File: src/rtl/rmap_target_memory_responder_assert.svh
// Assertion macros used by the RTL top level
`ifndef RMAP_TARGET_MEMORY_RESPONDER_ASSERT_SVH
`define RMAP_TARGET_MEMORY_RESPONDER_ASSERT_SVH

// Check that a condition implies a consequence in the same cycle
`define RMAP_ASSERT_IMPLIES(label, clk, rst, cond, cons) \
   label: assert property (@(posedge clk) disable iff (rst) (cond) |-> (cons)) \
      else $error("assertion failed");

// Check that a condition implies a consequence in the next cycle
`define RMAP_ASSERT_NEXT(label, clk, rst, cond, cons) \
   label: assert property (@(posedge clk) disable iff (rst) (cond) |=> (cons)) \
      else $error("assertion failed");

`endif

File: src/rtl/rmap_tmr_pkg.sv
package rmap_tmr_pkg;

   localparam int MEM_BYTES    = 65536;
   localparam int MEM_AW       = $clog2(MEM_BYTES);
   localparam int HEADER_BYTES = 12;

   localparam logic [7:0] INSTR_WRITE   = 8'h20;
   localparam logic [7:0] INSTR_REPLY   = 8'h08;
   localparam logic [7:0] INSTR_ALEN    = 8'h03;
   localparam logic [7:0] PROTOCOL_ID   = 8'h01;
   localparam logic [7:0] ZERO_BYTE     = 8'h00;

   // Status codes
   localparam logic [2:0] ST_NONE          = 3'd0;
   localparam logic [2:0] ST_WRITE_DONE    = 3'd1;
   localparam logic [2:0] ST_REPLY_READY   = 3'd2;
   localparam logic [2:0] ST_MALFORMED     = 3'd3;
   localparam logic [2:0] ST_READ_NO_REPLY = 3'd4;
   localparam logic [2:0] ST_WRITE_REPLY   = 3'd5;
   localparam logic [2:0] ST_OUT_OF_RANGE  = 3'd6;

   // Configuration register indexes
   localparam logic [7:0] REG_TARGET_ADDR = 8'd0;
   localparam logic [7:0] REG_PATH_LEN    = 8'd1;
   localparam logic [7:0] REG_SOURCE_ADDR = 8'd2;
   localparam logic [7:0] REG_KEY         = 8'd3;

   typedef enum logic [2:0] {
      KIND_NONE,
      KIND_STAT,
      KIND_PLAIN,
      KIND_HDR,
      KIND_HCRC,
      KIND_DATA,
      KIND_DCRC
   } kind_type;

   typedef struct packed {
      logic       mode;
      logic [7:0] data;
      logic       last;
   } req_type;

   typedef struct packed {
      kind_type   kind;
      logic [7:0] value;
      logic [2:0] status;
      logic       last;
      logic       crc_clear;
   } stage_type;

   typedef struct packed {
      logic [7:0] target_address;
      logic [3:0] path_length;
      logic [7:0] source_address;
      logic [7:0] required_key;
   } cfg_type;

   // Reflected CRC-8, polynomial x^8+x^2+x+1
   function automatic logic [7:0] crc_step(input logic [7:0] c, input logic [7:0] b);
      logic [7:0] x;
      x = c ^ b;
      for (int k = 0; k < 8; k++) begin
         x = x[0] ? ((x >> 1) ^ 8'hE0) : (x >> 1);
      end
      return x;
   endfunction

endpackage

File: src/rtl/rmap_tmr_queue.sv
module rmap_tmr_queue (
   input  logic                  clock,
   input  logic                  reset,
   input  logic                  in_valid,
   output logic                  in_ready,
   input  rmap_tmr_pkg::req_type in_item,
   output logic                  out_valid,
   input  logic                  out_pop,
   output rmap_tmr_pkg::req_type out_item
);
   import rmap_tmr_pkg::*;

   req_type    slot_ff [2];
   logic       wr_ptr_ff, wr_ptr_in;
   logic       rd_ptr_ff, rd_ptr_in;
   logic [1:0] count_ff, count_in;
   logic       push;

   assign in_ready  = (count_ff != 2'd2);
   assign out_valid = (count_ff != 2'd0);
   assign out_item  = slot_ff[rd_ptr_ff];
   assign push      = in_valid && in_ready;

   // Advance pointers and occupancy
   always_comb begin
      wr_ptr_in = push ? ~wr_ptr_ff : wr_ptr_ff;
      rd_ptr_in = out_pop ? ~rd_ptr_ff : rd_ptr_ff;
      count_in  = count_ff + {1'b0, push} - {1'b0, out_pop};
   end

   always_ff @(posedge clock) begin
      if (reset) begin
         wr_ptr_ff <= 1'b0;
         rd_ptr_ff <= 1'b0;
         count_ff  <= 2'd0;
      end else begin
         wr_ptr_ff <= wr_ptr_in;
         rd_ptr_ff <= rd_ptr_in;
         count_ff  <= count_in;
      end
   end

   // Hold item payloads
   always_ff @(posedge clock) begin
      if (push) begin
         slot_ff[wr_ptr_ff] <= in_item;
      end
   end

endmodule

File: config.mk
export PLATFORM = sky130hd
export DESIGN_NAME = rmap_tmr_queue
export DESIGN_NICKNAME = d
export VERILOG_FILES = /design/src/rtl/rmap_target_memory_responder_assert.svh /design/src/rtl/rmap_tmr_pkg.sv /design/src/rtl/rmap_tmr_queue.sv
export SDC_FILE = /design/constraint.sdc
export NUM_CORES = 1
export LEC_CHECK = 0
export BUFFER_PORTS_ARGS = -buffer_cell sky130_fd_sc_hd__buf_2
export CORE_ASPECT_RATIO = 1.25
export CORE_UTILIZATION = 45
export DETAILED_ROUTE_END_ITERATION = 10
export PLACE_DENSITY = 0.74
export SLEW_MARGIN = 20
export SYNTH_ARGS = -nofsm -noshare
export SYNTH_HDL_FRONTEND = slang
export SYNTH_SLANG_ARGS = --single-unit
File: constraint.sdc
create_clock -name clock -period 4.5 [get_ports clock]
set_input_delay 0.45 -clock clock [delete_from_list [all_inputs] [get_ports clock]]
set_output_delay 0.45 -clock clock [all_outputs]
set_load 0.05 [all_outputs]
## Word level (Yosys, flattened, before mapping)

Memory sizes are Yosys's and may differ from the RTL's. A register that Yosys moved wholly into a read port is not among the register bits.
Cells that the tools add are included.

- Flip-flop bits (word level): 4
- Bits in writable memories: 20
- Output and inout port bits: 12
- Logic and storage cells: 15
- Memories: 1

- Add/subtract/negate cells: 2
- Equality and inequality tests: 1
- Multiplexer cells: 4
- Bitwise operators: 2
- Reduce and logical (&&, ||, !) cells: 2

Memory list:

| name | depth | width | read ports | clocked after memory_dff | wr ports | RTL line | RTL |
|---|---|---|---|---|---|---|---|
| slot_ff | 2 | 10 | 1 | 1 | 1 | rmap_tmr_queue.sv:13 | `req_type slot_ff [2];` |

Operator list:

| operator | number |
|---|---|
| 1-bit 2-to-1 mux | 4 |
| 2-bit by 1-bit adder with 2-bit output | 1 |
| 2-bit inequality test, second input constant | 1 |
| 1-bit inverter | 2 |
| 2-bit nonzero test | 1 |
| 2-bit by 1-bit subtractor with 2-bit output | 1 |
| 1-bit logical AND | 1 |

## Depth between registers and ports, before layout

Gate-level depths: netlist of run 1.

- Depth in word-level cells: 4
- Depth in mapped cells: 7
- Gate-level depth less buffers: 7

## Worst setup path before layout of run 1

Ideal clock, no wire load.

- Path type: register to register
- From: register count_ff[0]
- To: register count_ff[1]
- Library setup time: 65 ps
- Arrival: 1,910 ps
- Slack: 2,525 ps
- Stages on the path, launching flop included: 7
- Path buffers: 0
- Clock period less this slack: 1,975 ps
- Cells stage by stage: dfxtp_1 > nand2b_1 > nand2_1 > xnor2_1 > ha_1 > or4b_1 > nand4b_1

- Cells in the longest elaborated chain, start to end: 4

RTL lines:

| what | RTL line | RTL |
|---|---|---|
| start: declaration | rmap_tmr_queue.sv:16 | `logic [1:0] count_ff, count_in;` |
| start signal: assignment | rmap_tmr_queue.sv:39 | `count_ff <= count_in;` |
| 2-bit inequality test | rmap_tmr_queue.sv:19 | `assign in_ready = (count_ff != 2'd2);` |
| named net in_ready | rmap_tmr_queue.sv:5 | `output logic in_ready,` |
| 1-bit logical AND | rmap_tmr_queue.sv:22 | `assign push = in_valid && in_ready;` |
| 2-bit by 1-bit adder with 2-bit output | rmap_tmr_queue.sv:28 | `count_in = count_ff + {1'b0, push} - {1'b0, out_pop};` |
| 2-bit by 1-bit subtractor with 2-bit output | rmap_tmr_queue.sv:28 |  |

The timed path passes the listed nets, and every way through them passes these cells.
A chain may end at the register's enable or synchronous reset.

==> results of run 1 <==
-- final cells by class --
cell class	count	area share
inverters	4	0.0131
well taps	20	0.0218
repair buffers	25	0.109
clock inverters	1	0.00437
multi-input cells	30	0.221
clock buffers	3	0.0197
flip-flops and latches	25	0.611
-- metrics by stage --
step / hold slack (ns) / area, um2 / power, W
6_report: 0.325 / 1150 / 0.000508
5_1_grt: 0.300 / 1150 / 0.000528
4_1_cts: 0.318 / 1150 / 0.000510
3_5_place_dp: 0.520 / 1120 / 0.000420
3_3_place_gp: 0.504 / 1120 / 0.000417
2_1_floorplan: 0.480 / 973 / 0.000389
-- sequential cells by signal, indices dropped and copies added (netlist names), named ones only --
register and cells:
count_ff 2, rd_ptr_ff 1, slot_ff 20, wr_ptr_ff 1
-- cell usage after synthesis (2+ instances only) --
master	instances
mux2_2	4
nor2_1	3
edfxtp_1	20
inv_1	4
nand4_1	2
mux2_1	6
dfxtp_1	5
xnor2_1	2
-- path summary, 6_finish.rpt --
kind,startpoint,to,slack (ns)
setup / recovery,register,out_item[3],2.53
hold / removal,in_item[4],slot_ff[0][4],0.32
setup reg to reg,count_ff[0],count_ff[1],2.74
hold reg to reg,rd_ptr_ff,rd_ptr_ff,0.54
-- layer usage --
| layer | part of all wire | vias to the layer above |
|---|---|---|
| li1 | - | 281 |
| met2 | 0.53 | 20 |
| met5 | 0 | - |
| met4 | 0.0027 | 0 |
| met1 | 0.39 | 272 |
| met3 | 0.077 | 2 |
-- power groups by stage --
stage               combinational [W]  clock [W]  sequential (W)
floorplan                    0.000104          0        0.000285
global placement             0.000127          0        0.000290
detailed placement           0.000129          0        0.000291
CTS                          0.000129  0.0000949        0.000286
global route                 0.000135   0.000105        0.000289
finish                       0.000128  0.0000940        0.000286
-- cell families (layout without fill, tap and decap cells) --
logic type               Yosys count  after routing  share of synthesized area
flip-flops                        25             25                      0.720
AND/OR/NAND/NOR                   13             13                     0.0810
multiplexers                      10             10                      0.116
buffers and inverters              5             33                     0.0206
AO/OA/AOI/OAI                      4              4                     0.0321
XOR/XNOR                           2              2                     0.0180
adder cells (fa/ha/maj)            1              1                     0.0129
-- critical path: stages (launching register included) --
cell	delay (ns)
dfxtp_1	0.62
mux2_2	0.38
buf_2	0.21
==> results.md, run 1 <==
- Result of the run: complete, but fails checks
- Violated checks: DRC
- Synth-to-layout area growth: 17.7%
- Clock power frac: 0.185
- Vias in the first global route: 540
- Sink Count: 25
- Crit. End Element: primary output
- IO Count: 26
- Comb pwr share: 0.253
- Least-Margin Pin Slew: 0.491 ns
- MaxCap Viol Count: 0
- Setup TNS Final: 0 ns
- 1st-pass router iterations: 9
- Global-route wire length before repair: 2130 um
- Gp weighted congestion: 0.696
- # diodes: 0
- Antenna Nets Post-Route: 0
- Pleak: 0.455 nW
- Ys async rst share: 0
- Register area share after synthesis: 0.720
- Post-route insts no fill: 108
- Cell taking the most area after synthesis: edfxtp_1
- Setup CP Type: reg -> out
- Met3 usage: 0.0436
- Top cells by area, synth: edfxtp_1, dfxtp_1, mux2_1
- Initial Utilization: 0.486
- Grt ovf: 0
- DP HPWL: 1060 um
- Reg2Reg Depth: 6
- Overall routing resource usage: 0.128
- Worst path required time: 4.05 ns
- Synthesized instance count: 60
- GR peak layer: met2
- Worst EP arrival: 1.52 ns
- Max clock buf depth: 2
- Die span in y: 54 um
- Via density: 5.32
- Slew margin rel.: 0.673
- WL final: 1460 um
- Yosys reg bits: 25
- Setup violators final: 0
- Clock root buffer: clkbuf_4
- Pwr per Cell Area: 443 mW/mm2
- Most frequent cells in the layout: buf_2, edfxtp_1, mux2_1
- Port Buffers: 25
- Final worst slack: 2.53 ns
- EDFF count, synth: 20
- Mapped Avg Cell Area: 16.2 um2
- Final core occ: 0.572
- Storage element area: 701 um2
- Cts hold-fix bufs: 0
- Core area: 0.00200 mm2
- Worst hold stages: 1
- Clk pin slew, worst setup/hold paths: 0.13 ns
- Largest net degree at the start of global routing: 15
- Part of the power in registers: 0.562
- RSZ-0062 raised after global routing: false
- Fmax: 509 MHz
- Yosys cell types: 22
- Post-DR wirelength/cell: 13.5 um
- Synth Flop Type: edfxtp_1
- Fin. Hold Viols: 0
- Ratio of cells with drive above 1 in the final layout: 0.386
- Die Area: 0.00235 mm2
- Die Width: 43.6 um
- Top-area cell type share of the netlist area: 0.617
- DRC viols: 3
- GR met2 Demand/Resource: 0.246
- Inst Count DP: 104
- Setup repair bufs after CTS: 0
- Synthesized net count: 75
- TritonCTS Buffers: 3
- Net switching power: 0.000163 W
- Commonest non-fill, non-tap cell in the layout: buf_2
- Row count: 18
- Dpl ws: 2.77 ns
- YS warnings: 0
- Area occupied by multi-input gates: 253 um2
- CTS tree: built
- Skew-Pair Late Insertion Delay: 0.30 ns
- Initial antenna violation count: 0
- Switching share of total power: 0.321
- Int Power: 0.000345 W
- Fin crit period: 1.97 ns
- Via Count: 575
- Worst IR drop on VDD: 0.264 mV
- Final period util: 0.437
- Max-slew violations: 0
- Hold Path Class: in -> reg
- CTS H-Tree Depth: 1
- Layout fillers: 173
- Grt met1 use: 0.124
- Area of the mapped netlist: 973 um2
- Clock Skew: 0.00200 ns
- Post-CTS sizing: 0
- CP Max Fanout: 10
- Nets: 104
- Startpoint Class: register
- Initial DRC Count: 13
(Power assumes the default switching activity.)
==> inputs of run 2 (changes only) <==
- clock period: 4.5 -> 1.9 ns (I/O delays scaled with it)
==> run 2 against run 1 <==
The run still ends with DRC left. Global-route usage increased by 1.5 points. Largest cell class unchanged. Highest routed layer unchanged. Power grew 140%. Largest power group unchanged. Sequential share of layout area is 0.13 points lower.
==> results.md, run 2 (synthesis results as in run 1) <==
- Worst IR drop on VDD: 0.677 mV (was 0.264 mV)
- Max clock buf depth: 2 (unchanged)
- Ratio of cells with drive above 1 in the final layout: 0.398 (was 0.386)
- Setup CP Type: reg -> out (unchanged)
- Least-Margin Pin Slew: 0.469 ns (was 0.491 ns)
- WL final: 1440 um (was 1460 um)
- Synth-to-layout area growth: 18.0% (was 17.7%)
- Die Area: 0.00235 mm2 (unchanged)
- Fin crit period: 1.71 ns
- Die span in y: 54 um (unchanged)
- Max-slew violations: 0 (unchanged)
- DP HPWL: 1050 um (was 1060 um)
- Final worst slack: 0.186 ns (was 2.53 ns)
- Global-route wire length before repair: 2350 um (was 2130 um)
- Clk pin slew, worst setup/hold paths: 0.13 ns (about the same)
- Hold Path Class: in -> reg (unchanged)
- Worst EP arrival: 1.52 ns (about the same)
- Core area: 0.00200 mm2 (unchanged)
- Most frequent cells in the layout: buf_2, edfxtp_1, mux2_1 (unchanged)
- Final core occ: 0.573 (was 0.572)
- Clock root buffer: clkbuf_4 (unchanged)
- Largest net degree at the start of global routing: 15 (unchanged)
- Nets: 104 (unchanged)
- Dpl ws: 0.257 ns (was 2.77 ns)
- Vias in the first global route: 549 (was 540)
- Biggest register: slot_ff (unchanged)
- Initial antenna violation count: 0 (unchanged)
- Crit. End Element: primary output (unchanged)
- Overall routing resource usage: 0.143 (was 0.128)
- Violated checks: DRC (unchanged)
- Setup repair bufs after CTS: 0 (unchanged)
- MaxCap Viol Count: 0 (unchanged)
- CTS H-Tree Depth: 1 (unchanged)
- Pleak: 0.455 nW (about the same)
- Setup violators final: 0 (unchanged)
- 1st-pass router iterations: 7 (was 9)
- RSZ-0062 raised after global routing: false (unchanged)
- TritonCTS Buffers: 3 (unchanged)
- Via Count: 561 (was 575)
- Setup TNS Final: 0 ns (unchanged)
- Largest register FFs: 20 (unchanged)
- Initial DRC Count: 25 (was 13)
- CTS tree: built (unchanged)
- Slew margin rel.: 0.687 (was 0.673)
- Sink Count: 25 (unchanged)
- Result of the run: complete, but fails checks (unchanged)
- Post-DR wirelength/cell: 13.4 um (was 13.5 um)
- Gp weighted congestion: 0.634 (was 0.696)
- Worst path required time: 1.71 ns (was 4.05 ns)
- IO Count: 26 (unchanged)
- Commonest non-fill, non-tap cell in the layout: buf_2 (unchanged)
- Grt ovf: 0 (unchanged)
- DRC viols: 3 (unchanged)
- CP Max Fanout: 10 (unchanged)
- Final period util: 0.902
- Die Width: 43.6 um (unchanged)
- Cts hold-fix bufs: 0 (unchanged)
- Via density: 5.19 (was 5.32)
- Largest regs: slot_ff x20, count_ff x2 (unchanged)
- Port Buffers: 25 (unchanged)
- Antenna Nets Post-Route: 0 (unchanged)
- Pwr per Cell Area: 1050 mW/mm2 (was 443 mW/mm2)
- Post-CTS sizing: 0 (unchanged)
- Initial Utilization: 0.486 (unchanged)
- Fmax: 583 MHz
- Skew-Pair Late Insertion Delay: 0.30 ns (about the same)
- # diodes: 0 (unchanged)
- Fin. Hold Viols: 0 (unchanged)
- Clock Skew: 0.00864 ns (was 0.00200 ns)
- Row count: 18 (unchanged)
- Startpoint Class: register (unchanged)
-- run 2: cell types whose count changed in the layout (fill, tap and decap cells not counted) --
cell / change
nand2b_1: -1
nand2b_2: +1
-- run 2: per-layer routing --
metal	routed length (um)	vias to the layer above	GRT usage
met5	0	-	0
met4	21	0	0.0781
met3	82	2	0.0403
met2	753	17	0.259
met1	586	257	0.147
li1	-	285	-
-- run 2: per-stage QoR --
step | std cells | hold slack (ns) | area, um2 | power (W)
2_1_floorplan | 60 | 0.259 | 976 | 0.000923
3_3_place_gp | 104 | 0.378 | 1120 | 0.000987
3_5_place_dp | 104 | 0.383 | 1120 | 0.000998
4_1_cts | 108 | 0.0587 | 1150 | 0.00121
5_1_grt | 108 | 0.0411 | 1150 | 0.00126
6_report | 108 | 0.0636 | 1150 | 0.00121
-- run 2: cell type report --
type / count / area (um2)
multi-input combinational: 30 / 255
clock buffer: 3 / 22.5
tap: 20 / 25.0
clock inverter: 1 / 5.00
sequential: 25 / 701
fill: 168 / 856
inverter: 4 / 15.0
timing repair buffer: 25 / 125
-- run 2: final timing paths --
path	to	slack (ns)	cells past startpoint	startpoint
setup / recovery	out_item[1]	0.19	2	register
hold / removal	slot_ff[1][1]	0.06	1	in_item[1]
setup reg to reg	count_ff[1]	0.24	6	count_ff[0]
hold reg to reg	rd_ptr_ff	0.53	2	rd_ptr_ff
-- run 2: critical path, cell delays in order, from the launching register on --
cell     delay (ns)
dfxtp_1        0.62
mux2_2         0.39
buf_2          0.21
-- run 2: report_power, final --
part	switching (W)	internal [W]
Sequential	0.0000265	0.000649
Combinational	0.000216	0.0000908
Clock	0.000145	0.0000784
