`config.mk`:
```
export PLATFORM = sky130hd
export DESIGN_NAME = rmap_tmr_reply
export DESIGN_NICKNAME = d
export VERILOG_FILES = /design/src/rtl/rmap_target_memory_responder_assert.svh /design/src/rtl/rmap_tmr_pkg.sv /design/src/rtl/rmap_tmr_reply.sv
export SDC_FILE = /design/constraint.sdc
export NUM_CORES = 1
export LEC_CHECK = 0
export ABC_CLOCK_PERIOD_IN_PS = 3100
export BUFFER_PORTS_ARGS = -buffer_cell sky130_fd_sc_hd__buf_2
export CORE_MARGIN = 2
export CORE_UTILIZATION = 55
export CTS_CLUSTER_DIAMETER = 30
export DETAILED_ROUTE_END_ITERATION = 7
export GPL_TIMING_DRIVEN = 0
export HOLD_SLACK_MARGIN = 0.15
export PLACE_DENSITY_LB_ADDON = 0.05
export RECOVER_POWER = 100
export SKIP_CTS_REPAIR_TIMING = 1
export SYNTH_ARGS = -nofsm -noshare
export SYNTH_HDL_FRONTEND = slang
export SYNTH_SLANG_ARGS = --single-unit
```
`constraint.sdc`:
```
create_clock -name clock -period 3.1 [get_ports clock]
set_input_delay 0.62 -clock clock [delete_from_list [all_inputs] [get_ports clock]]
set_output_delay 0.62 -clock clock [all_outputs]
set_load 0.02 [all_outputs]
```
`src/rtl/rmap_target_memory_responder_assert.svh`:
```
// Assertion macros used by the RTL top level
`ifndef RMAP_TARGET_MEMORY_RESPONDER_ASSERT_SVH
`define RMAP_TARGET_MEMORY_RESPONDER_ASSERT_SVH

// Check that a condition implies a consequence in the same cycle
`define RMAP_ASSERT_IMPLIES(label, clk, rst, cond, cons) \
   label: assert property (@(posedge clk) disable iff (rst) (cond) |-> (cons)) \
      else $error("assertion failed");

// Check that a condition implies a consequence in the next cycle
`define RMAP_ASSERT_NEXT(label, clk, rst, cond, cons) \
   label: assert property (@(posedge clk) disable iff (rst) (cond) |=> (cons)) \
      else $error("assertion failed");

`endif

```
`src/rtl/rmap_tmr_pkg.sv`:
```
package rmap_tmr_pkg;

   localparam int MEM_BYTES    = 65536;
   localparam int MEM_AW       = $clog2(MEM_BYTES);
   localparam int HEADER_BYTES = 12;

   localparam logic [7:0] INSTR_WRITE   = 8'h20;
   localparam logic [7:0] INSTR_REPLY   = 8'h08;
   localparam logic [7:0] INSTR_ALEN    = 8'h03;
   localparam logic [7:0] PROTOCOL_ID   = 8'h01;
   localparam logic [7:0] ZERO_BYTE     = 8'h00;

   // Status codes
   localparam logic [2:0] ST_NONE          = 3'd0;
   localparam logic [2:0] ST_WRITE_DONE    = 3'd1;
   localparam logic [2:0] ST_REPLY_READY   = 3'd2;
   localparam logic [2:0] ST_MALFORMED     = 3'd3;
   localparam logic [2:0] ST_READ_NO_REPLY = 3'd4;
   localparam logic [2:0] ST_WRITE_REPLY   = 3'd5;
   localparam logic [2:0] ST_OUT_OF_RANGE  = 3'd6;

   // Configuration register indexes
   localparam logic [7:0] REG_TARGET_ADDR = 8'd0;
   localparam logic [7:0] REG_PATH_LEN    = 8'd1;
   localparam logic [7:0] REG_SOURCE_ADDR = 8'd2;
   localparam logic [7:0] REG_KEY         = 8'd3;

   typedef enum logic [2:0] {
      KIND_NONE,
      KIND_STAT,
      KIND_PLAIN,
      KIND_HDR,
      KIND_HCRC,
      KIND_DATA,
      KIND_DCRC
   } kind_type;

   typedef struct packed {
      logic       mode;
      logic [7:0] data;
      logic       last;
   } req_type;

   typedef struct packed {
      kind_type   kind;
      logic [7:0] value;
      logic [2:0] status;
      logic       last;
      logic       crc_clear;
   } stage_type;

   typedef struct packed {
      logic [7:0] target_address;
      logic [3:0] path_length;
      logic [7:0] source_address;
      logic [7:0] required_key;
   } cfg_type;

   // Reflected CRC-8, polynomial x^8+x^2+x+1
   function automatic logic [7:0] crc_step(input logic [7:0] c, input logic [7:0] b);
      logic [7:0] x;
      x = c ^ b;
      for (int k = 0; k < 8; k++) begin
         x = x[0] ? ((x >> 1) ^ 8'hE0) : (x >> 1);
      end
      return x;
   endfunction

endpackage

```
`src/rtl/rmap_tmr_reply.sv`:
```
module rmap_tmr_reply (
   input  logic                    clock,
   input  logic                    reset,
   input  logic                    b_valid,
   output logic                    b_take,
   input  rmap_tmr_pkg::stage_type b_item,
   input  logic [7:0]              b_rdata,
   output logic                    rsp_tvalid,
   input  logic                    rsp_tready,
   output logic [15:0]             rsp_tdata,
   output logic                    rsp_tlast
);
   import rmap_tmr_pkg::*;

   logic       valid_ff, valid_in;
   logic [7:0] crc_ff, crc_in;
   logic [7:0] byte_ff, byte_in;
   logic       bvalid_ff, bvalid_in;
   logic       last_ff, last_in;
   logic [2:0] status_ff, status_in;

   assign b_take     = b_valid && (!valid_ff || rsp_tready);
   assign rsp_tvalid = valid_ff;
   assign rsp_tdata  = {4'd0, status_ff, bvalid_ff, byte_ff};
   assign rsp_tlast  = last_ff;

   // Form the result and run the reply CRC
   always_comb begin
      crc_in    = crc_ff;
      byte_in   = ZERO_BYTE;
      bvalid_in = 1'b1;
      last_in   = b_item.last;
      status_in = ST_NONE;
      case (b_item.kind)
         KIND_NONE: bvalid_in = 1'b0;
         KIND_STAT: begin
            bvalid_in = 1'b0;
            status_in = b_item.status;
            if (b_item.crc_clear) crc_in = ZERO_BYTE;
         end
         KIND_PLAIN: byte_in = b_item.value;
         KIND_HDR: begin
            byte_in = b_item.value;
            crc_in  = crc_step(crc_ff, b_item.value);
         end
         KIND_HCRC: begin
            byte_in = crc_ff;
            crc_in  = ZERO_BYTE;
         end
         KIND_DATA: begin
            byte_in = b_rdata;
            crc_in  = crc_step(crc_ff, b_rdata);
         end
         KIND_DCRC: byte_in = crc_ff;
         default:   bvalid_in = 1'b0;
      endcase
      valid_in = b_take ? 1'b1 : ((valid_ff && rsp_tready) ? 1'b0 : valid_ff);
   end

   always_ff @(posedge clock) begin
      if (reset) begin
         valid_ff <= 1'b0;
         crc_ff   <= '0;
      end else begin
         valid_ff <= valid_in;
         if (b_take) crc_ff <= crc_in;
      end
   end

   // Hold the result until taken
   always_ff @(posedge clock) begin
      if (b_take) begin
         byte_ff   <= byte_in;
         bvalid_ff <= bvalid_in;
         last_ff   <= last_in;
         status_ff <= status_in;
      end
   end

endmodule

```
* Word-level counts from Yosys, hierarchy flattened *
Index checks and enable logic that the tools add are counted.

storage, ports and cells
  logic and storage cells = 63
  register bits after elaboration = 22
  output and inout port bits = 19

operators by class
  bitwise logic cells = 18
  reduce and logical (&&, ||, !) cells = 10
  multiplexer cells = 22
  eq/ne operators = 7

operators by type and width
  cell                                           count
  2-to-1 mux 8 bit                               17
  NOT 2 -> 3 bit                                 16
  one-hot mux 8 bit (4 select lines)             1
  one-hot mux 8 bit (3 select lines)             1
  XOR 8 bit                                      2
  == test 3 bit, second input constant           3
  == test 3 x 2 -> 1 bit, second input constant  2
  OR reduction 5 bit                             1
  nonzero test 4 bit                             1
  OR reduction 2 bit                             2
  == test 3 x 1 -> 1 bit, second input constant  1
  2-to-1 mux 1 bit                               3
  AND reduction 3 bit                            1
  logical AND 1 bit                              2
  inequality test 2 bit, second input constant   1
  nonzero test 2 bit                             1
  zero test 1 bit                                1
  logical OR 1 bit                               1

* Longest topological paths before layout *
Gate-level depths: netlist of the first run.

  depth after elaboration = 18
  mapped depth = 6

* Least setup slack after synthesis of the first run *
No wires, ideal clock.

  kind = input to register
  start point = input rsp_tready
  end point = register crc_ff[5]
  arrival = 2,473 ps
  path slack = 492 ps
  required time = 2,965 ps
  stages = 6
  path through = inv_1 -> a21boi_1 -> nand2_1 -> clkbuf_1 -> a21oi_1 -> a221oi_2

between the ends
  longest elaborated chain between the ends = 3

ends and longest elaborated chain
  what                                  line                  text
  start: declaration                    rmap_tmr_reply.sv:9   input logic rsp_tready,
  logical OR 1 bit                      rmap_tmr_reply.sv:22  assign b_take = b_valid && (!valid_ff || rsp_tready);
  logical AND 1 bit                     rmap_tmr_reply.sv:22
  via b_take                            rmap_tmr_reply.sv:5   output logic b_take,
  AND reduction 3 bit (no source line)  n/a
  end signal: assignment                rmap_tmr_reply.sv:66  if (b_take) crc_ff <= crc_in;
  end: declaration                      rmap_tmr_reply.sv:16  logic [7:0] crc_ff, crc_in;

The timed path passes the listed nets, and every way through them passes these cells.
A chain may end at the register's enable or synchronous reset.

* Worst setup path after layout of the first run *
  start point = input rsp_tready
  end point = output b_take

between the ends
  longest elaborated chain between the ends = 2

ends and longest elaborated chain
  what               line
  logical OR 1 bit   rmap_tmr_reply.sv:22
  logical AND 1 bit  rmap_tmr_reply.sv:22
  end: declaration   rmap_tmr_reply.sv:5

Every way passes these cells.

==> flow_metrics.env, run 1 <==
export IMPL_slowest_stage="a21boi_2"
export IMPL_h_tree_depth=1
export IMPL_synth_seq_area_share_pct=36.6
export IMPL_rsz0062_at_grt="false"
export IMPL_synthTopCellsByArea="edfxtp_1, xnor2_1, dfxtp_1"
export IMPL_pin_count=47
export IMPL_fin_skew_ns=0.00987
export IMPL_vias=1269
export IMPL_grt_overflow=0
export IMPL_finalWorstSetupSlack_ns=0.804
export IMPL_yosys_area_top_type="edfxtp_1"
export IMPL_synth_top_area_share_pct=25.1
export IMPL_synthToLayoutAreaGrowth_pct=17.3
export IMPL_dr_pass1_iters=4
export IMPL_grt_pass1_vias=1260
export IMPL_max_freq_ghz=0.435
export IMPL_cp_arrival_ns=1.68
export IMPL_drv_cap=0
export IMPL_min_path_cells=1
export IMPL_reg2reg_slack_ns=0.98
export IMPL_fin_setup_tns_ns=0
export IMPL_worst_pin_slew_ns=0.829
export IMPL_setup_violations=0
export IMPL_cp_slowest_stage_delay_ns=0.64
export IMPL_cts_buffers_inserted=3
export IMPL_slew_headroom_pct=44.4
export IMPL_dp_hpwl_mm=2.63
export IMPL_clk_latency_ns=0.31
export IMPL_post_place_ws_ns=0.0229
export IMPL_place_area_mm2=0.00181
export IMPL_yosys_warnings=0
export IMPL_routabilityCongestion=0.886
export IMPL_diodes=0
export IMPL_crit_fanout=15
export IMPL_period_share_pct=74.1
export IMPL_cts_tree="done"
export IMPL_grt_antenna_before_repair=0
export IMPL_timing_rr_start="rsp_tvalid$_SDFFE_PP0P_"
export IMPL_syn_area_per_cell_um2=10.2
export IMPL_syn_inst=153
export IMPL_clock_root_buffer="clkbuf_4"
export IMPL_period_needed_ns=2.30
export IMPL_grt_use_total_pct=22.8
export IMPL_coreArea_mm2=0.00273
export IMPL_io_buffers=40
export IMPL_ys_ff_latch=22
export IMPL_hold_path_endpoint="rsp_tlast$_DFFE_PP_"
export IMPL_cts_buffer_depth=2
export IMPL_path_clk_slew_ns=0.13
export IMPL_hold_viol=0
export IMPL_nNetsFinal=229
export IMPL_dr_first_iter_drc_count=36
export IMPL_routedWlPerCell_um=15.1
export IMPL_ys_types=30
export IMPL_p_leak_nw=0.770
export IMPL_critPathCaptureType="primary output"
export IMPL_min_from="b_item[1]"
export IMPL_outcome="complete, no violations"
export IMPL_clkSinkCount=22
export IMPL_dieArea_mm2=0.00327
export IMPL_fill_cells=243
export IMPL_routed_wl_mm=3.50
export IMPL_fp_row_count=19
export IMPL_cp_start_kind="primary input"
export IMPL_fp_dieH_um=57.2
export IMPL_drc=0
export IMPL_cp_data_required_time_ns=2.48
export IMPL_grt_max_degree=16
export IMPL_die_w_um=57.2
export IMPL_rr_endpoint="crc_ff[5]$_SDFFE_PP0P_"
export IMPL_postRouteAntennaNets=0
export IMPL_ir_worst_vdd_mv=0.282
export IMPL_start_util_pct=57.0
export IMPL_hp_class="in -> reg"
export IMPL_p_per_area_mw_per_mm2=452
export IMPL_crit_type="in -> out"
export IMPL_path_cells="buf_2 > inv_1 > a21boi_2 > clkbuf_1"
export IMPL_reg2regPathDepth=5
export IMPL_design_area_mm2=0.00183
export IMPL_grt_pass1_wl_mm=5.78
export IMPL_vias_per_cell=5.49
export IMPL_maxSlewViolCount=0
export IMPL_synth_area_mm2=0.00156
export IMPL_drive_gt1_share_pct=19.0
worst max-delay path, delay by kind of cell:
family	cells	cell delay, ns
AOI/OAI and AO/OA	1	0.64
buffers and inverters	3	0.41
cells by family after synthesis:
group	count (synthesis)	synth area share (%)
flops	22	36.6
xor+xnor	40	29.2
mux	2	1.29
buf+inv	25	7.31
simple gates	26	7.71
compound gates	37	17.7
other cells	1	0.241
power breakdown:
| group | switching [mW] | total [mW] | internal, mW |
|---|---|---|---|
| Sequential | 0.00882 | 0.341 | 0.332 |
| Combinational | 0.165 | 0.322 | 0.157 |
| Clock | 0.0914 | 0.163 | 0.0716 |
layout make-up:
| cell class | count | area, um^2 | share of cell area (%) |
|---|---|---|---|
| Tap cell | 31 | 38.8 | 2.12 |
| Buffer | 16 | 80.1 | 4.38 |
| Inverter | 9 | 33.8 | 1.85 |
| Clock buffer | 4 | 36.3 | 1.98 |
| Multi-Input combinational cell | 109 | 888 | 48.6 |
| Sequential cell | 22 | 571 | 31.2 |
| Timing Repair Buffer | 40 | 180 | 9.86 |
flip-flops by register name, indices dropped and copies added, names as in the netlist:
signal / cells
bvalid_ff: 1
crc_ff: 8
rsp_tvalid: 1
byte_ff: 8
status_ff: 3
rsp_tlast: 1
worst max-delay path by stage:
stage	start	to	slack, ns	depth (start not counted)
floorplan	rsp_tready	crc_ff[5]$_SDFFE_PP0P_	0.49	6
global placement	rsp_tready	crc_ff[5]$_SDFFE_PP0P_	0.1	7
detailed placement	rsp_tready	crc_ff[5]$_SDFFE_PP0P_	0.02	7
CTS	rsp_tready	b_take	0.30	4
global route	rsp_tready	crc_ff[5]$_SDFFE_PP0P_	0.71	7
finish	rsp_tready	b_take	0.80	4
metal layers:
metal  vias up  share of wire, %  GRT usage [%]
met5         -                 0              0
met4         0              0.49           4.98
met3         2               5.0           3.40
met2        39                48           40.2
met1       608                46           29.8
li1        620                 -              -
stage by stage:
| step | cells | total power [mW] | utilization, % | hold WS, ns |
|---|---|---|---|---|
| after floorplan | 156 | 0.597 | - | 0.450 |
| after global placement | 227 | 0.660 | 66.1 | 0.478 |
| after detailed placement | 227 | 0.672 | 66.1 | 0.484 |
| after CTS | 231 | 0.832 | 67.5 | 0.478 |
| after global routing | 231 | 0.866 | 66.9 | 0.461 |
| final | 231 | 0.827 | 66.9 | 0.477 |
synth_stat cells (all sizes together):
cell type	count
nor2b	2
or3	1
or2	1
and3	4
a21boi	1
o221a	1
xnor2	24
a21oi	3
nand2	12
a21o	1
mux2i	2
a211oi	6
a221oi	7
o21ai	9
buf	7
conb	1
o22ai	1
edfxtp	13
xor2	9
a22o	8
inv	9
dfxtp	9
nor2	5
clkbuf	9
and2	1
xnor3	7
cell usage in the layout, fill, tap and decap left out:
master / instances
and3_1: 4
clkbuf_8: 1
nor2_1: 5
nand2_1: 12
edfxtp_1: 13
conb_1: 4
nor2b_1: 2
buf_4: 5
a21boi_2: 1
dfxtp_1: 9
mux2i_1: 2
or2_2: 1
a22o_1: 8
or3_1: 1
xnor2_1: 24
o21ai_0: 9
buf_2: 25
xor2_2: 1
clkbuf_1: 25
a21o_1: 1
xnor3_1: 7
o22ai_1: 1
inv_1: 9
a221oi_1: 6
clkbuf_4: 3
and2_1: 1
a21oi_1: 3
a211oi_1: 6
xor2_1: 8
a221oi_2: 1
o221a_1: 1
buf_1: 1
(Power assumes the default switching activity.)
==> inputs of run 2 (changes only) <==
--- a/config.mk
+++ b/config.mk
@@ -5,10 +5,11 @@
 export SDC_FILE = /design/constraint.sdc
 export NUM_CORES = 1
 export LEC_CHECK = 0
-export ABC_CLOCK_PERIOD_IN_PS = 3100
+export ABC_AREA = 1
+export ABC_CLOCK_PERIOD_IN_PS = 2300
 export BUFFER_PORTS_ARGS = -buffer_cell sky130_fd_sc_hd__buf_2
 export CORE_MARGIN = 2
-export CORE_UTILIZATION = 55
+export CORE_UTILIZATION = 53
 export CTS_CLUSTER_DIAMETER = 30
 export DETAILED_ROUTE_END_ITERATION = 7
 export GPL_TIMING_DRIVEN = 0
==> constraint.sdc (replaced) <==
create_clock -name clock -period 2.3 [get_ports clock]
set_input_delay 0.46 -clock clock [delete_from_list [all_inputs] [get_ports clock]]
set_output_delay 0.46 -clock clock [all_outputs]
set_load 0.02 [all_outputs]
==> flow_metrics.env, run 2 <==
export IMPL_vias=1817
export IMPL_period_share_pct=88.3
export IMPL_cp_start_kind="flip-flop"
export IMPL_cp_slowest_stage_delay_ns=0.45
export IMPL_finalWorstSetupSlack_ns=0.269
export IMPL_grt_max_degree=15
export IMPL_clock_root_buffer="clkbuf_4"
export IMPL_yosys_area_top_type="nand2_1"
export IMPL_final_common_cell="nand2_1"
export IMPL_rsz0062_at_grt="false"
export IMPL_fin_util_pct=62.4
export IMPL_ys_types=25
export IMPL_cp_startpoint="rsp_tvalid$_SDFFE_PP0P_"
export IMPL_synth_seq_area_share_pct=32.0
export IMPL_path_common_cell="nand2_1"
export IMPL_dr_pass1_iters=4
export IMPL_m1WireLength_mm=1.87
export IMPL_synthToLayoutAreaGrowth_pct=14.9
export IMPL_min_from="b_item[1]"
export IMPL_grt_overflow=0
export IMPL_crit_type="reg -> out"
export IMPL_reg2regPathDepth=10
export IMPL_critPathTopFamily="buffers and inverters"
export IMPL_dp_hpwl_mm=3.20
export IMPL_cts_buffer_depth=2
export IMPL_max_freq_ghz=0.492
export IMPL_power_frac_seq_pct=44.5
export IMPL_nNetsFinal=360
export IMPL_path_depth=4
export IMPL_clkSinkCount=22
export IMPL_met3_length_um=223
export IMPL_syn_inst=283
export IMPL_internal_power_mw=0.645
export IMPL_p_leak_nw=1.05
export IMPL_routabilityCongestion=0.852
export IMPL_diodes=0
export IMPL_p_switching_mw=0.401
export IMPL_layout_common_cells="nand2_1, inv_1, nand3_1, buf_2, clkbuf_1"
export IMPL_dieArea_mm2=0.00385
export IMPL_maxSlewViolCount=0
export IMPL_cts_buffers_inserted=3
export IMPL_die_w_um=62.0
export IMPL_synth_area_mm2=0.00178
export IMPL_async_reset_ff_share_pct=0
export IMPL_coreArea_mm2=0.00328
export IMPL_routedWlPerCell_um=10.9
export IMPL_p_comb_share_pct=37.0
export IMPL_synth_most_common_cell="nand2_1"
export IMPL_fp_row_count=21
export IMPL_top_regs="byte_ff x8, crc_ff x8, status_ff x3"
export IMPL_timing_rr_start="crc_ff[0]$_SDFFE_PP0P_"
export IMPL_grt_use_total_pct=22.7
export IMPL_path_cells="nand2_1 > nand2_1 > inv_1 > clkbuf_1"
export IMPL_dr_first_iter_drc_count=119
export IMPL_start_util_pct=54.3
export IMPL_critPathCaptureType="primary output"
export IMPL_synth_common_cells="nand2_1, inv_1, nand3_1, edfxtp_1"
export IMPL_wl_met2_mm=1.96
export IMPL_clkPwrFrac_pct=18.5
export IMPL_hp_class="in -> reg"
export IMPL_synthTopCellsByArea="nand2_1, edfxtp_1, dfxtp_1"
export IMPL_fin_setup_tns_ns=0
export IMPL_ys_ff_latch=22
export IMPL_outcome="complete, no violations"
export IMPL_slew_headroom_pct=61.5
export IMPL_io_buffers=41
export IMPL_ir_worst_vdd_mv=0.279
export IMPL_cts_tree="done"
export IMPL_cp_data_required_time_ns=1.84
export IMPL_synthFlopType="edfxtp_1"
export IMPL_yosys_warnings=0
export IMPL_clk_latency_ns=0.32
export IMPL_period_needed_ns=2.03
export IMPL_postRouteAntennaNets=0
export IMPL_maxUsedRoutingLayer="met4"
export IMPL_drc=0
export IMPL_post_place_ws_ns=0.367
export IMPL_grt_pass1_vias=1490
export IMPL_fin_skew_ns=0.00839
export IMPL_slowest_stage="inv_1"
export IMPL_worst_pin_slew_ns=0.576
export IMPL_vias_per_cell=4.82
export IMPL_synth_top_area_share_pct=28.2
export IMPL_cp_arrival_ns=1.57
export IMPL_drive_gt1_share_pct=12.4
export IMPL_h_tree_depth=1
export IMPL_drv_cap=0
export IMPL_fp_dieH_um=62.0
export IMPL_hold_slack_ns=0.307
export IMPL_crit_fanout=14
export IMPL_grt_pass1_wl_mm=6.36
export IMPL_pin_count=47
export IMPL_grt_antenna_before_repair=0
export IMPL_setup_violations=0
export IMPL_min_path_cells=1
export IMPL_p_per_area_mw_per_mm2=510
export IMPL_routed_wl_mm=4.10
export IMPL_syn_area_per_cell_um2=6.30
export IMPL_hold_viol=0
export IMPL_critPathBufInv=2
export IMPL_path_clk_slew_ns=0.14
export IMPL_synth_edf_count=13
export IMPL_p_sw_share_pct=38.3
==> run 2: changes by cell type in the layout (fill, tap and decap cells not counted), sizes merged, moves of 8 or more <==
cell	change
nand2	+122
nand3	+33
inv	+30
xnor2	-17
a22o	-8
==> run 2: area by class of cell <==
cell class / instances / area (um^2)
Multi-Input combinational cell: 216 / 1010
Clock buffer: 3 / 22.5
Buffer: 7 / 45.0
Fill cell: 345 / 1230
Tap cell: 46 / 57.6
Inverter: 41 / 154
Sequential cell: 22 / 571
Timing Repair Buffer: 41 / 184
Clock inverter: 1 / 3.75
==> run 2: path summary, 6_finish.rpt <==
| kind | endpoint | slack [ns] |
|---|---|---|
| max | b_take | 0.27 |
| min | rsp_tlast$_DFFE_PP_ | 0.31 |
| max reg2reg | crc_ff[0]$_SDFFE_PP0P_ | 0.79 |
| min reg2reg | rsp_tvalid$_SDFFE_PP0P_ | 0.50 |
==> run 2: per-layer routing <==
| metal | up-vias | global-route usage (%) |
|---|---|---|
| met5 | - | 0 |
| met4 | 0 | 6.69 |
| met3 | 7 | 2.90 |
| met2 | 50 | 38.4 |
| met1 | 785 | 30.0 |
| li1 | 975 | - |
==> run 2: through the flow <==
stage          power (mW)  cell area (um^2)  instances
4_1_cts              1.06              2080        377
5_1_grt              1.13              2050        377
3_3_place_gp        0.862              2060        373
3_5_place_dp        0.868              2060        373
2_1_floorplan       0.765              1800        286
6_report             1.05              2050        377
==> run 2: kinds of logic after synthesis <==
| kind of cell | Yosys count | synth area share, % |
|---|---|---|
| AOI/OAI and AO/OA | 21 | 7.92 |
| and+or+nand+nor | 179 | 41.1 |
| buffers and inverters | 48 | 11.2 |
| DFF | 22 | 32.0 |
| other | 1 | 0.210 |
| xor gates and xnor gates | 12 | 7.57 |
==> run 2: power groups by stage <==
stage | clock network, mW | registers (mW) | logic [mW]
after floorplan | 0 | 0.495 | 0.270
after global placement | 0 | 0.473 | 0.389
after detailed placement | 0 | 0.474 | 0.394
after CTS | 0.195 | 0.465 | 0.395
after global routing | 0.213 | 0.471 | 0.447
final | 0.193 | 0.465 | 0.387
==> inputs of run 3 (changes only) <==
--- a/config.mk
+++ b/config.mk
@@ -5,11 +5,10 @@
 export SDC_FILE = /design/constraint.sdc
 export NUM_CORES = 1
 export LEC_CHECK = 0
-export ABC_AREA = 1
 export ABC_CLOCK_PERIOD_IN_PS = 2300
 export BUFFER_PORTS_ARGS = -buffer_cell sky130_fd_sc_hd__buf_2
 export CORE_MARGIN = 2
-export CORE_UTILIZATION = 53
+export CORE_UTILIZATION = 51
 export CTS_CLUSTER_DIAMETER = 30
 export DETAILED_ROUTE_END_ITERATION = 7
 export GPL_TIMING_DRIVEN = 0
==> flow_metrics.env, run 3 (same netlist as run 1, synthesis figures left out) <==
export IMPL_start_util_pct=52.3
export IMPL_coreArea_mm2=0.00298
export IMPL_place_area_mm2=0.00181
export IMPL_vias=1259
export IMPL_pin_count=47
export IMPL_cp_start_kind="flip-flop"
export IMPL_routabilityCongestion=0.835
export IMPL_routed_wl_mm=3.54
export IMPL_io_buffers=40
export IMPL_path_clk_slew_ns=0.13
export IMPL_fp_dieH_um=59.3
export IMPL_cp_arrival_ns=2.23
export IMPL_fill_cells=278
export IMPL_p_per_area_mw_per_mm2=647
export IMPL_drv_cap=0
export IMPL_ir_worst_vdd_mv=0.298
export IMPL_clkSinkCount=22
export IMPL_grt_antenna_before_repair=0
export IMPL_drc=0
export IMPL_hold_viol=0
export IMPL_cts_tree="done"
export IMPL_rsz0062_at_grt="false"
export IMPL_maxSlewViolCount=0
export IMPL_layout_common_cells="clkbuf_1, buf_2, xnor2_1, edfxtp_1, nand2_1"
export IMPL_crit_type="reg -> reg"
export IMPL_cts_buffer_depth=2
export IMPL_routedWlPerCell_um=15.2
export IMPL_max_freq_ghz=0.497
export IMPL_fp_row_count=20
export IMPL_diodes=0
export IMPL_grt_overflow=0
export IMPL_outcome="complete, no violations"
export IMPL_die_w_um=59.3
export IMPL_grt_use_total_pct=21.9
export IMPL_period_share_pct=87.5
export IMPL_critPathCaptureType="flip-flop"
export IMPL_dr_first_iter_drc_count=37
export IMPL_nNetsFinal=229
export IMPL_clock_root_buffer="clkbuf_4"
export IMPL_hold_slack_ns=0.309
export IMPL_postRouteAntennaNets=0
export IMPL_h_tree_depth=1
export IMPL_total_power_mw=1.19
export IMPL_top_regs="byte_ff x8, crc_ff x8, status_ff x3"
export IMPL_grt_pass1_vias=1203
export IMPL_grt_max_degree=16
export IMPL_setup_violations=0
export IMPL_cp_data_required_time_ns=2.52
export IMPL_drive_gt1_share_pct=18.5
export IMPL_fin_util_pct=62.1
export IMPL_worst_pin_slew_ns=0.550
export IMPL_slew_headroom_pct=63.0
export IMPL_p_leak_nw=0.782
export IMPL_dr_pass1_iters=4
export IMPL_hp_class="in -> reg"
export IMPL_synthToLayoutAreaGrowth_pct=18.6
export IMPL_dp_hpwl_mm=2.64
export IMPL_grt_pass1_wl_mm=5.72
export IMPL_fin_skew_ns=0.00434
export IMPL_clk_latency_ns=0.31
export IMPL_vias_per_cell=5.40
export IMPL_design_area_mm2=0.00185
export IMPL_period_needed_ns=2.01
export IMPL_cts_buffers_inserted=3
export IMPL_crit_fanout=5
export IMPL_fin_setup_tns_ns=0
export IMPL_dieArea_mm2=0.00351
## run 3: cell types whose count changed in the layout (fill, tap and decap cells not counted), sizes merged, moves of 7 or more
cell / change
nand2: -122
nand3: -33
inv: -30
xnor2: +17
a22o: +8
a21oi: -7
a221oi: +7
xnor3: +7
## run 3: power breakdown
group	leakage, nW	internal [mW]	switching, mW
Combinational	0.550	0.212	0.219
Sequential	0.203	0.448	0.0125
Clock	0.0279	0.176	0.128
## run 3: through the flow
step | worst slack (ns) | cells
2_1_floorplan | 0.311 | 156
3_3_place_gp | -0.0381 | 229
3_5_place_dp | -0.0841 | 229
4_1_cts | 0.0949 | 233
5_1_grt | 0.194 | 233
6_report | 0.286 | 233
## run 3: final timing paths
path | start | to | slack [ns] | cells past startpoint
setup / recovery | crc_ff[2]$_SDFFE_PP0P_ | crc_ff[1]$_SDFFE_PP0P_ | 0.29 | 6
setup reg to reg | crc_ff[2]$_SDFFE_PP0P_ | crc_ff[1]$_SDFFE_PP0P_ | 0.29 | 6
hold reg to reg | crc_ff[7]$_SDFFE_PP0P_ | crc_ff[7]$_SDFFE_PP0P_ | 0.51 | 2
hold / removal | b_item[1] | rsp_tlast$_DFFE_PP_ | 0.31 | 1
## run 3: final cells by class
type                            count  area (um^2)  area share, %
Multi-Input combinational cell    109          890           48.1
Sequential cell                    22          571           30.9
Timing Repair Buffer               40          180           9.75
Buffer                             16         80.1           4.33
Tap cell                           33         41.3           2.23
Inverter                            9         33.8           1.83
Clock inverter                      1         30.0           1.62
Clock buffer                        3         22.5           1.22
## run 3: per-layer routing
| metal | vias up | track usage (%) | routed length (um) |
|---|---|---|---|
| met5 | - | 0 | 0 |
| met4 | 0 | 5.19 | 30 |
| met3 | 4 | 2.84 | 158 |
| met2 | 43 | 36.4 | 1710 |
| met1 | 595 | 30.4 | 1640 |
| li1 | 617 | - | - |
## run 3: critical path: stages (launching register included)
cell	delay (ns)
dfxtp_1	0.33
clkbuf_1	0.23
xnor3_1	0.50
xnor3_1	0.34
o22ai_1	0.17
nor2_1	0.06
a211oi_1	0.29
